<file path="config.mk">
export PLATFORM = sky130hd
export DESIGN_NAME = float32_log_lut_approx
export DESIGN_NICKNAME = d
export VERILOG_FILES = /design/src/hdl/f32ln_pkg.sv /design/src/hdl/f32ln_front.sv /design/src/hdl/f32ln_table.sv /design/src/hdl/f32ln_mul.sv /design/src/hdl/f32ln_add.sv /design/src/hdl/float32_log_lut_approx.sv
export SDC_FILE = /design/constraint.sdc
export NUM_CORES = 2
export LEC_CHECK = 0
export ABC_CLOCK_PERIOD_IN_PS = 48200
export BUFFER_PORTS_ARGS = -buffer_cell sky130_fd_sc_hd__buf_4
export CAP_MARGIN = 10
export CORE_ASPECT_RATIO = 1.2
export CORE_UTILIZATION = 35
export DETAILED_ROUTE_END_ITERATION = 7
export GPL_TIMING_DRIVEN = 0
export SLEW_MARGIN = 20
export SYNTH_ARGS = -nofsm -noshare
export SYNTH_HDL_FRONTEND = slang
export SYNTH_SLANG_ARGS = --single-unit
</file>
<file path="constraint.sdc">
create_clock -name clk -period 48.2 [get_ports clk]
set_input_delay 14.46 -clock clk [delete_from_list [all_inputs] [get_ports clk]]
set_output_delay 14.46 -clock clk [all_outputs]
set_load 0.01 [all_outputs]
</file>
<file path="src/hdl/f32ln_pkg.sv">
package f32ln_pkg;

  localparam logic [31:0] CANON_NAN = 32'h7FC0_0000;
  localparam logic [31:0] NEG_INF   = 32'hFF80_0000;
  localparam logic [31:0] POS_INF   = 32'h7F80_0000;
  localparam logic [31:0] MINUS_ONE = 32'hBF80_0000;
  localparam logic [31:0] LN2_BITS  = 32'h3F31_7218;
  localparam logic [7:0]  EXP_ONES  = 8'hFF;
  localparam logic [7:0]  EXP_BIAS  = 8'd127;

  // Reciprocals of the odd numbers 1 to 79 for the series that fills the ln table.
  localparam real ODD_RECIP [40] = '{
    1.0/1.0,  1.0/3.0,  1.0/5.0,  1.0/7.0,  1.0/9.0,  1.0/11.0, 1.0/13.0, 1.0/15.0,
    1.0/17.0, 1.0/19.0, 1.0/21.0, 1.0/23.0, 1.0/25.0, 1.0/27.0, 1.0/29.0, 1.0/31.0,
    1.0/33.0, 1.0/35.0, 1.0/37.0, 1.0/39.0, 1.0/41.0, 1.0/43.0, 1.0/45.0, 1.0/47.0,
    1.0/49.0, 1.0/51.0, 1.0/53.0, 1.0/55.0, 1.0/57.0, 1.0/59.0, 1.0/61.0, 1.0/63.0,
    1.0/65.0, 1.0/67.0, 1.0/69.0, 1.0/71.0, 1.0/73.0, 1.0/75.0, 1.0/77.0, 1.0/79.0
  };

  // Item after classification and normalization.
  typedef struct packed {
    logic              last;
    logic              spec;
    logic [31:0]       spec_bits;
    logic signed [8:0] e;
    logic [22:0]       mant;
  } front_t;

  // Operands of the two products and the table log.
  typedef struct packed {
    logic        last;
    logic        spec;
    logic [31:0] spec_bits;
    logic [31:0] m;
    logic [31:0] inv;
    logic [31:0] ef;
    logic [31:0] lnv;
  } opnd_t;

  // Unrounded product.
  typedef struct packed {
    logic        sign;
    logic        zero;
    logic [9:0]  exp;
    logic [47:0] prod;
  } mraw_t;

  // Rounded products and the table log, ready for the adders.
  typedef struct packed {
    logic        last;
    logic        spec;
    logic [31:0] spec_bits;
    logic [31:0] prod;
    logic [31:0] ep;
    logic [31:0] lnv;
  } prod_t;

  function automatic logic [31:0] real_to_f32(real v);
    logic [63:0] b;
    logic [10:0] fe;
    logic [23:0] man;
    logic        rnd;
    b   = $realtobits(v);
    fe  = b[62:52] - 11'd1023 + 11'd127;
    rnd = b[28] & ((|b[27:0]) | b[29]);
    man = {1'b0, b[51:29]} + {23'd0, rnd};
    fe  = fe + {10'd0, man[23]};
    return {b[63], fe[7:0], man[22:0]};
  endfunction

  // 2*atanh(s), where s = (c - 1) / (c + 1) for the bin center c.
  function automatic real ln_series(real s);
    real s2;
    real term;
    real sum;
    s2   = s * s;
    term = s;
    sum  = 0.0;
    for (int i = 0; i < 40; i++) begin
      sum  = sum + term * ODD_RECIP[i];
      term = term * s2;
    end
    return 2.0 * sum;
  endfunction

  // Exact conversion of a small signed exponent to binary32.
  function automatic logic [31:0] int_to_f32(logic signed [8:0] e);
    logic       neg;
    logic [8:0] mag;
    logic [2:0] p;
    logic [23:0] m24;
    neg = e[8];
    mag = neg ? 9'(-e) : e;
    p   = '0;
    for (int i = 0; i < 8; i++) begin
      if (mag[i]) p = 3'(i);
    end
    m24 = {16'd0, mag[7:0]} << (5'd23 - {2'b0, p});
    if (mag == '0) return '0;
    return {neg, EXP_BIAS + {5'd0, p}, m24[22:0]};
  endfunction

  function automatic mraw_t fmul_raw(logic [31:0] a, logic [31:0] b);
    mraw_t r;
    r.sign = a[31] ^ b[31];
    r.zero = (a[30:0] == '0) || (b[30:0] == '0);
    r.exp  = {2'b0, a[30:23]} + {2'b0, b[30:23]};
    r.prod = {24'd0, 1'b1, a[22:0]} * {24'd0, 1'b1, b[22:0]};
    return r;
  endfunction

  function automatic logic [31:0] fmul_round(mraw_t r);
    logic [22:0] man;
    logic        g;
    logic        st;
    logic [23:0] rm;
    logic [9:0]  ex;
    if (r.prod[47]) begin
      man = r.prod[46:24];
      g   = r.prod[23];
      st  = |r.prod[22:0];
      ex  = r.exp - 10'd126;
    end else begin
      man = r.prod[45:23];
      g   = r.prod[22];
      st  = |r.prod[21:0];
      ex  = r.exp - 10'd127;
    end
    rm = {1'b0, man} + {23'd0, g & (st | man[0])};
    ex = ex + {9'd0, rm[23]};
    if (r.zero) return {r.sign, 31'd0};
    return {r.sign, ex[7:0], rm[22:0]};
  endfunction

  // Round-to-nearest-even add for normal or zero operands.
  function automatic logic [31:0] fadd(logic [31:0] a, logic [31:0] b);
    logic [31:0] x;
    logic [31:0] y;
    logic [26:0] mx;
    logic [26:0] my;
    logic [26:0] sh;
    logic        sticky;
    logic [7:0]  d;
    logic [27:0] s;
    logic [26:0] n;
    logic [4:0]  lz;
    logic        found;
    logic [9:0]  ex;
    logic [24:0] rm;
    if (a[30:0] >= b[30:0]) begin
      x = a;
      y = b;
    end else begin
      x = b;
      y = a;
    end
    if (x[30:0] == '0) return {a[31] & b[31], 31'd0};
    mx = {1'b1, x[22:0], 3'b000};
    my = (y[30:0] == '0) ? '0 : {1'b1, y[22:0], 3'b000};
    d  = x[30:23] - y[30:23];
    if (d >= 8'd27) begin
      sh     = '0;
      sticky = |my;
    end else begin
      sh     = my >> d;
      sticky = |(my & ~(27'h7FF_FFFF << d));
    end
    sh[0] = sh[0] | sticky;
    if (x[31] == y[31]) s = {1'b0, mx} + {1'b0, sh};
    else                s = {1'b0, mx} - {1'b0, sh};
    if (s == '0) return '0;
    ex = {2'b0, x[30:23]};
    if (s[27]) begin
      n  = {s[27:2], s[1] | s[0]};
      ex = ex + 10'd1;
    end else begin
      lz    = '0;
      found = 1'b0;
      for (int i = 26; i >= 0; i--) begin
        if (!found && s[i]) begin
          lz    = 5'(26 - i);
          found = 1'b1;
        end
      end
      n  = s[26:0] << lz;
      ex = ex - {5'd0, lz};
    end
    rm = {1'b0, n[26:3]} + {24'd0, n[2] & (n[1] | n[0] | n[3])};
    ex = ex + {9'd0, rm[24]};
    return {x[31], ex[7:0], rm[24] ? rm[23:1] : rm[22:0]};
  endfunction

endpackage

</file>
<file path="src/hdl/f32ln_front.sv">
module f32ln_front (
  input  logic            clk,
  input  logic            rst,
  input  logic            adv,
  input  logic            in_valid,
  input  logic [31:0]     value_bits,
  input  logic            is_last,
  output logic            valid,
  output f32ln_pkg::front_t q
);
  import f32ln_pkg::*;

  front_t     d;
  logic [7:0] expf;
  logic [22:0] frac;
  logic [4:0] lz;
  logic       found;

  always_comb begin
    expf = value_bits[30:23];
    frac = value_bits[22:0];
    lz   = '0;
    found = 1'b0;
    for (int i = 22; i >= 0; i--) begin
      if (!found && frac[i]) begin
        lz    = 5'(22 - i);
        found = 1'b1;
      end
    end
    d.last      = is_last;
    d.spec      = 1'b1;
    d.spec_bits = CANON_NAN;
    if (expf == EXP_ONES) begin
      d.spec_bits = (frac != '0) ? value_bits : (value_bits[31] ? CANON_NAN : POS_INF);
    end else if (value_bits[30:0] == '0) begin
      d.spec_bits = NEG_INF;
    end else if (!value_bits[31]) begin
      d.spec = 1'b0;
    end
    if (expf == '0) begin
      // Subnormal: normalize, which also folds in the 2^23 scaling.
      d.e    = -9'sd127 - $signed({4'd0, lz});
      d.mant = frac << (lz + 5'd1);
    end else begin
      d.e    = $signed({1'b0, expf}) - 9'sd127;
      d.mant = frac;
    end
  end

  always_ff @(posedge clk) begin
    if (rst) begin
      valid <= 1'b0;
    end else if (adv) begin
      valid <= in_valid;
    end
  end

  always_ff @(posedge clk) begin
    if (adv) begin
      q <= d;
    end
  end
endmodule

</file>
<file path="src/hdl/f32ln_table.sv">
module f32ln_table #(
  parameter int TABLE_INDEX_BITS = 7
) (
  input  logic               clk,
  input  logic               rst,
  input  logic               adv,
  input  logic               in_valid,
  input  f32ln_pkg::front_t  din,
  output logic               valid,
  output f32ln_pkg::opnd_t   q
);
  import f32ln_pkg::*;

  localparam int TableSize = 1 << TABLE_INDEX_BITS;

  logic [31:0] ln_rom  [TableSize];
  logic [31:0] inv_rom [TableSize];
  logic [TABLE_INDEX_BITS-1:0] idx;

  for (genvar k = 0; k < TableSize; k++) begin : g_rom
    localparam real Center = 1.0 + (real'(k) + 0.5) / real'(TableSize);
    localparam real Ratio  = (Center - 1.0) / (Center + 1.0);
    localparam logic [31:0] LnBits  = real_to_f32(ln_series(Ratio));
    localparam logic [31:0] InvBits = real_to_f32(1.0 / Center);
    assign ln_rom[k]  = LnBits;
    assign inv_rom[k] = InvBits;
  end

  assign idx = din.mant[22 -: TABLE_INDEX_BITS];

  always_ff @(posedge clk) begin
    if (rst) begin
      valid <= 1'b0;
    end else if (adv) begin
      valid <= in_valid;
    end
  end

  always_ff @(posedge clk) begin
    if (adv) begin
      q.last      <= din.last;
      q.spec      <= din.spec;
      q.spec_bits <= din.spec_bits;
      q.m         <= {1'b0, EXP_BIAS, din.mant};
      q.inv       <= inv_rom[idx];
      q.lnv       <= ln_rom[idx];
      q.ef        <= int_to_f32(din.e);
    end
  end
endmodule

</file>
<file path="src/hdl/f32ln_mul.sv">
module f32ln_mul (
  input  logic              clk,
  input  logic              rst,
  input  logic              adv,
  input  logic              in_valid,
  input  f32ln_pkg::opnd_t  din,
  output logic              valid,
  output f32ln_pkg::prod_t  q
);
  import f32ln_pkg::*;

  logic        raw_valid;
  mraw_t       raw_m;
  mraw_t       raw_e;
  logic        raw_last;
  logic        raw_spec;
  logic [31:0] raw_spec_bits;
  logic [31:0] raw_lnv;

  always_ff @(posedge clk) begin
    if (rst) begin
      raw_valid <= 1'b0;
      valid     <= 1'b0;
    end else if (adv) begin
      raw_valid <= in_valid;
      valid     <= raw_valid;
    end
  end

  always_ff @(posedge clk) begin
    if (adv) begin
      raw_m         <= fmul_raw(din.m, din.inv);
      raw_e         <= fmul_raw(din.ef, LN2_BITS);
      raw_last      <= din.last;
      raw_spec      <= din.spec;
      raw_spec_bits <= din.spec_bits;
      raw_lnv       <= din.lnv;
      q.last        <= raw_last;
      q.spec        <= raw_spec;
      q.spec_bits   <= raw_spec_bits;
      q.lnv         <= raw_lnv;
      q.prod        <= fmul_round(raw_m);
      q.ep          <= fmul_round(raw_e);
    end
  end
endmodule

</file>
<file path="src/hdl/f32ln_add.sv">
module f32ln_add (
  input  logic              clk,
  input  logic              rst,
  input  logic              adv,
  input  logic              in_valid,
  input  f32ln_pkg::prod_t  din,
  output logic              valid,
  output logic [31:0]       log_bits,
  output logic              end_of_array
);
  import f32ln_pkg::*;

  logic        mid_valid;
  logic [31:0] mid_r;
  logic [31:0] mid_acc;
  logic        mid_last;
  logic        mid_spec;
  logic [31:0] mid_spec_bits;

  always_ff @(posedge clk) begin
    if (rst) begin
      mid_valid <= 1'b0;
      valid     <= 1'b0;
    end else if (adv) begin
      mid_valid <= in_valid;
      valid     <= mid_valid;
    end
  end

  always_ff @(posedge clk) begin
    if (adv) begin
      mid_r         <= fadd(din.prod, MINUS_ONE);
      mid_acc       <= fadd(din.ep, din.lnv);
      mid_last      <= din.last;
      mid_spec      <= din.spec;
      mid_spec_bits <= din.spec_bits;
      log_bits      <= mid_spec ? mid_spec_bits : fadd(mid_acc, mid_r);
      end_of_array  <= mid_last;
    end
  end
endmodule

</file>
<file path="src/hdl/float32_log_lut_approx.sv">
// Approximate natural log of a binary32 word. One value is taken every clock
// cycle and its result passes through six register stages, which are
// classification with subnormal normalization, the ln and 1/m table read, two
// product stages, and two add stages. The whole pipeline stalls together
// while a finished result is not taken, so throughput is one transfer a cycle
// whenever the output side keeps log_ready high.
module float32_log_lut_approx #(
  parameter int TABLE_INDEX_BITS = 7
) (
  input  logic        clk,
  input  logic        rst,
  input  logic        value_valid,
  output logic        value_ready,
  input  logic [31:0] value_bits,
  input  logic        is_last,
  output logic        log_valid,
  input  logic        log_ready,
  output logic [31:0] log_bits,
  output logic        end_of_array
);
  import f32ln_pkg::*;

  logic    adv;
  logic    v1;
  logic    v2;
  logic    v3;
  front_t  s1;
  opnd_t   s2;
  prod_t   s3;

  assign adv         = log_ready || !log_valid;
  assign value_ready = adv;

  f32ln_front u_front (
    .clk(clk), .rst(rst), .adv(adv), .in_valid(value_valid),
    .value_bits(value_bits), .is_last(is_last), .valid(v1), .q(s1)
  );

  f32ln_table #(.TABLE_INDEX_BITS(TABLE_INDEX_BITS)) u_table (
    .clk(clk), .rst(rst), .adv(adv), .in_valid(v1), .din(s1), .valid(v2), .q(s2)
  );

  f32ln_mul u_mul (
    .clk(clk), .rst(rst), .adv(adv), .in_valid(v2), .din(s2), .valid(v3), .q(s3)
  );

  f32ln_add u_add (
    .clk(clk), .rst(rst), .adv(adv), .in_valid(v3), .din(s3), .valid(log_valid),
    .log_bits(log_bits), .end_of_array(end_of_array)
  );
endmodule
</file>
# ---- Word level (Yosys, flattened, before mapping)
# Memories as Yosys holds them, arrays and structs flattened. A register that Yosys moved wholly into a read port is not among the register bits.
# Index checks and enable logic that the tools add are counted.
dict set report op_classes {
  addsub 37
  multipliers 2
  order_cmp 6
  n_eq_ne 4
  shift 11
  mux 664
  bitwise_logic 28
  reduce_logical 230
}
# operator count
set op_table {}
lappend op_table {{$mux 32} 35}
lappend op_table {{$mux 27} 24}
lappend op_table {{$mux 1} 456}
lappend op_table {{$logic_not 31->1} 10}
lappend op_table {{$mux 5} 52}
lappend op_table {{$mux 28} 9}
lappend op_table {{$mux 23} 8}
lappend op_table {{$reduce_or 27->1} 6}
lappend op_table {{$mux 4} 32}
lappend op_table {{$mux 8} 16}
lappend op_table {{$logic_not 1->1} 101}
lappend op_table {{$logic_and 1x1->1} 100}
lappend op_table {{$add 27x27->28} 3}
lappend op_table {{$logic_not 28->1} 3}
lappend op_table {{$sub 27x27->28} 3}
lappend op_table {{$and 27x27->27} 3}
lappend op_table {{$not 27->27} 3}
lappend op_table {{$shl 27x5->27} 3}
lappend op_table {{$shl 27x8->27 const A} 3}
lappend op_table {{$shr 27x8->27} 3}
lappend op_table {{$add 24x1->25} 3}
lappend op_table {{$mux 3} 21}
lappend op_table {{$ge 31x31->1} 2}
lappend op_table {{$add 23x1->24} 2}
lappend op_table {{other kinds (35)} 81}
dict set report word_totals {
  ff_bits 601
  romBits 8192
  in_bits 37
  out_inout_bits 35
  word_cells 1025
  memories 2
}
# name depth width rd rd_ports_with_merged_regs wr line
set mem_list {}
lappend mem_list {{(no name shown)} 128 32 1 1 0 f32ln_table.sv:45} ;# q.inv <= inv_rom[idx];
lappend mem_list {{(no name shown)} 128 32 1 1 0 f32ln_table.sv:46} ;# q.lnv <= ln_rom[idx];

# ---- Longest topological paths before layout
dict set report logic_depth {
  ltp_word 218
  mapped_depth 73
  depth_no_buf 63
}

# ---- Cells and area by module
# Synthesis repeated with hierarchy kept, for this count alone.
dict set report unflattened {
  cells_unflattened 10925
  hier_area_um2 91664.2
}
# mod n_inst cells_per_inst area_per_inst_um2
set by_module_without_submodules {}
lappend by_module_without_submodules {f32ln_mul 1 3778 39218.9}
lappend by_module_without_submodules {f32ln_add 1 5274 36470.0}
lappend by_module_without_submodules {f32ln_table 1 1487 11623.6}
lappend by_module_without_submodules {f32ln_front 1 385 4345.4}
lappend by_module_without_submodules {float32_log_lut_approx 1 1 6.3}

# ---- Worst setup path after synthesis
# No wires, ideal clock.
dict set report synth_path {
  path_kind {input to output}
  start {input log_ready}
  end {output value_ready}
  t_arrival_ps 25940
  path_slack_ps 7800
  cell_stages 2
  n_path_buf 0
  cell_sequence {nor2b_1 -> inv_1}
}
dict set report synth_via {
  elab_chain_cells 1
}
# item line
set synth_rtl {}
lappend synth_rtl {{from (decl)} float32_log_lut_approx.sv:17} ;# input logic log_ready,
lappend synth_rtl {{$logic_or 1x1->1} float32_log_lut_approx.sv:31} ;# assign adv = log_ready || !log_valid;
lappend synth_rtl {{to (decl)} float32_log_lut_approx.sv:13} ;# output logic value_ready,
# Every way passes these cells.

# ---- Final worst setup path
# Ends and elaborated chain as after synthesis.

==> summary.txt <==
Worst setup path
  – CP Max Fanout: 108
  – FF-to-FF setup slack: 28310 ps
  – Crit end category: primary output
  – CP startpoint kind: input pin
  – Worst setup path start: log_ready
  – WS Path Type: input pin to primary output
  – Worst r2r path cells: 60
  – Crit path arrival time: 17080 ps
  – Reg2Reg Capture Point: u_add.mid_acc[30]$_SDFFCE_PP0P_
  – WP data required: 33740 ps
  – R2r startpoint: u_mul.q[51]$_SDFFCE_PP0P_
  – Critical Path End: value_ready

Timing
  – Hold Violations, Final: 0
  – Setup TNS: 0 ps
  – Max Clock Skew: 57.27 ps
  – Hold WS: 406.7 ps
  – Post-layout min period: 31540 ps
  – Worst-Margin Slew: 1369 ps
  – Slew HR: 8.756%
  – Period utilization: 65.45%
  – Max-slew violations: 0
  – Fmax: 31.70 MHz
  – Final setup fails: 0
  – RSZ-0062 raised after global routing: false

Clock network
  – Max H-tree Level: 3
  – Sink Count: 591
  – Hold-fix buffers, CTS: 0
  – Clk Latency, worst-skew pair: 730 ps
  – Clock Path Buffers: 3
  – Post-CTS Resized: 0
  – Clock-pin transition on the worst setup and hold timing paths: 70 ps
  – Setup repair bufs after CTS: 0
  – Total CTS buffers: 70
  – Root Buffer: clkbuf_16
  – CTS tree: built

Floorplanning
  – Die area: 221000 um2
  – Die W: 429.3 um
  – Core ar.: 217100 um2
  – Starting Density: 35.32%
  – Die Ht: 514.8 um
  – I/O pin cnt: 72
  – Row cnt: 187

Drt
  – DR WL/cell: 32.23 um
  – # DRC: 2
  – DRT Wirelength: 394900 um
  – DR vias: 75.58k
  – Post-DRT Antenna Nets: 0
  – 1st-pass router iterations: 8
  – Initial DRC count: 7859
  – Via density: 6.169

Logic synthesis
  – Library cells used by synthesis: 117
  – Simple-gate portion of the synthesized area: 19.78%
  – Largest family of logic cells by synthesized area: adder cells
  – Cell Area, Synth: 76700 um2
  – Main synth FF type: edfxtp_1
  – Warnings, synthesis: 0
  – Post-synth EDFFs: 585
  – Mapped Avg Cell Area: 8.359 um2
  – Multiplexer area fraction after synthesis: 4.152%
  – Async SR Flop Fraction: 0%
  – Synth Area in XOR/XNOR: 3.631%
  – Register area share after synthesis: 23.06%
  – Synthesized-area fraction occupied by adder cells: 22.45%
  – Complex-gate fraction of the synthesized area: 19.98%
  – Syn Inst Count: 9175
  – Area leader, netlist: edfxtp_1
  – Count of state elements after synthesis: 591
  – Area share of the largest cell type after synthesis: 22.90%
  – Ranking of synthesized cells by area: edfxtp_1, fa_1, ha_1

Global route
  – Total GRT Usage: 34.88%
  – Vias in the first global route: 74.13k
  – Largest net degree at the start of global routing: 112
  – GRT overflow: 0
  – Initial antenna violation count: 22
  – First-pass GRT wire length: 554500 um

Worst hold path
  – Hold Startpoint: u_front.q[33]$_SDFFCE_PN0P_
  – Worst min-delay path class: register to register

Place
  – Placed Cells: 12.10k
  – Post-DP HPWL: 312500 um
  – Gpl congestion: 1.027
  – PortBufs: 68

Run status
  – Outcome: complete, but fails checks
  – Violated checks: DRC

Cells and area
  – Fin cells: 12.25k
  – Layout cells sized above 1: 5.617%
  – # nets final: 10.45k
  – Number of fill cells: 22.44k
  – Multi-input logic area: 53940 um2
  – Layout area overhead: 9.261%
  – FF+latch area: 17690 um2

Run
  – Max_cap viols: 0
sequential cells by signal, summed over array words and instances (netlist names), 27 cells and up:
register	flops
u_add.mid_r	32
u_add.mid_spec_bits	32
u_mul.raw_m	48
u_mul.raw_e	39
u_mul.q	119
u_add.log_bits	32
u_table.q	121
u_mul.raw_spec_bits	32
u_front.q	66
u_mul.raw_lnv	27
u_add.mid_acc	32
cell usage in the layout, fill, tap and decap left out, drive strengths merged, types with 61 or more instances in the layout:
| cell type | Yosys | layout |
|---|---|---|
| nand3 | 249 | 249 |
| fa | 509 | 509 |
| xor2 | 94 | 94 |
| nand2b | 70 | 70 |
| mux2i | 191 | 191 |
| nor2b | 100 | 100 |
| o31ai | 61 | 61 |
| o22ai | 66 | 66 |
| ha | 561 | 561 |
| a31oi | 105 | 105 |
| nor3 | 203 | 203 |
| nor4 | 77 | 77 |
| nand2 | 1113 | 1113 |
| edfxtp | 585 | 585 |
| o21bai | 74 | 74 |
| buf | 99 | 187 |
| a211oi | 134 | 134 |
| inv | 855 | 862 |
| o211ai | 119 | 119 |
| and2 | 289 | 289 |
| and3 | 100 | 100 |
| a21o | 102 | 102 |
| nand4 | 73 | 73 |
| xnor2 | 224 | 224 |
| o21ai | 517 | 517 |
| nor2 | 721 | 721 |
| clkbuf | 438 | 517 |
| a21oi | 594 | 594 |
final cells by class:
type | count | area share [%]
sequential | 591 | 21.11
antenna | 17 | 0.05076
tap | 2835 | 4.233
multi-input combinational | 7194 | 64.36
buffer | 537 | 2.585
inverter | 859 | 3.860
clock buffer | 77 | 2.122
timing repair buffer | 90 | 1.027
clock inverter | 52 | 0.6555
worst max-delay path, cell delays in order:
cell and delay [ps]:
buf_4 110, nor2b_1 550, inv_8 410, buf_16 340, buf_16 310, buf_16 320
buf_4 280
cells in the mapped netlist, types with 51 or more instances:
master and number:
a211oi_1 129, a21o_1 102, a21oi_1 590, a31oi_1 105
and2_1 284, and3_1 100, buf_1 59, clkbuf_1 437
edfxtp_1 585, fa_1 509, ha_1 561, inv_1 849
mux2i_1 191, nand2_1 1113, nand2b_1 70, nand3_1 249
nand4_1 72, nor2_1 719, nor2b_1 100, nor3_1 200
nor4_1 75, o211ai_1 117, o21ai_0 511, o21bai_1 74
o22ai_1 66, o31ai_1 58, or3_1 51, xnor2_1 224
xor2_1 94
routing by layer:
metal	vias up	GRT usage, %	wire length (um)
met3	1098	5.270	25930
met4	2	23.17	30740
li1	32982	-	-
met1	37765	41.02	151100
met5	-	0	13
met2	3737	58.90	187100
logic make-up (layout without fill, tap and decap cells):
family,Yosys count,in the layout
AO/OA/AOI/OAI,2325,2325
XOR/XNOR,318,318
adder cells (fa/ha/maj),1071,1071
buffers and inverters,1396,1615
flip-flops,591,591
multiplexers,268,268
other,1,24
AND/OR/NAND/NOR,3205,3205
stage by stage:
stage / util, % / instance area [um2] / setup WS, ps
2_1_floorplan: - / 76720 / 7800
3_3_place_gp: 37.20 / 80780 / 1474
3_5_place_dp: 37.47 / 81360 / 16690
4_1_cts: 38.54 / 83690 / 16690
5_1_grt: 38.58 / 83770 / 16530
6_report: 38.59 / 83800 / 16660
how the worst min path moves through the flow:
| stage | to | cells past startpoint |
|---|---|---|
| 2_1_floorplan | u_add.end_of_array$_DFFE_PP_ | 0 |
| 3_3_place_gp | u_mul.raw_last$_DFFE_PP_ | 0 |
| 3_5_place_dp | u_add.mid_spec_bits[16]$_DFFE_PP_ | 0 |
| 4_1_cts | u_table.q[129]$_DFFE_PP_ | 0 |
| 5_1_grt | u_table.q[129]$_DFFE_PP_ | 0 |
| 6_report | u_table.q[129]$_DFFE_PP_ | 0 |
Power is left out: the tool's default activity adds up to more than one toggle a clock period on the data nets, which glitch-free logic cannot reach.
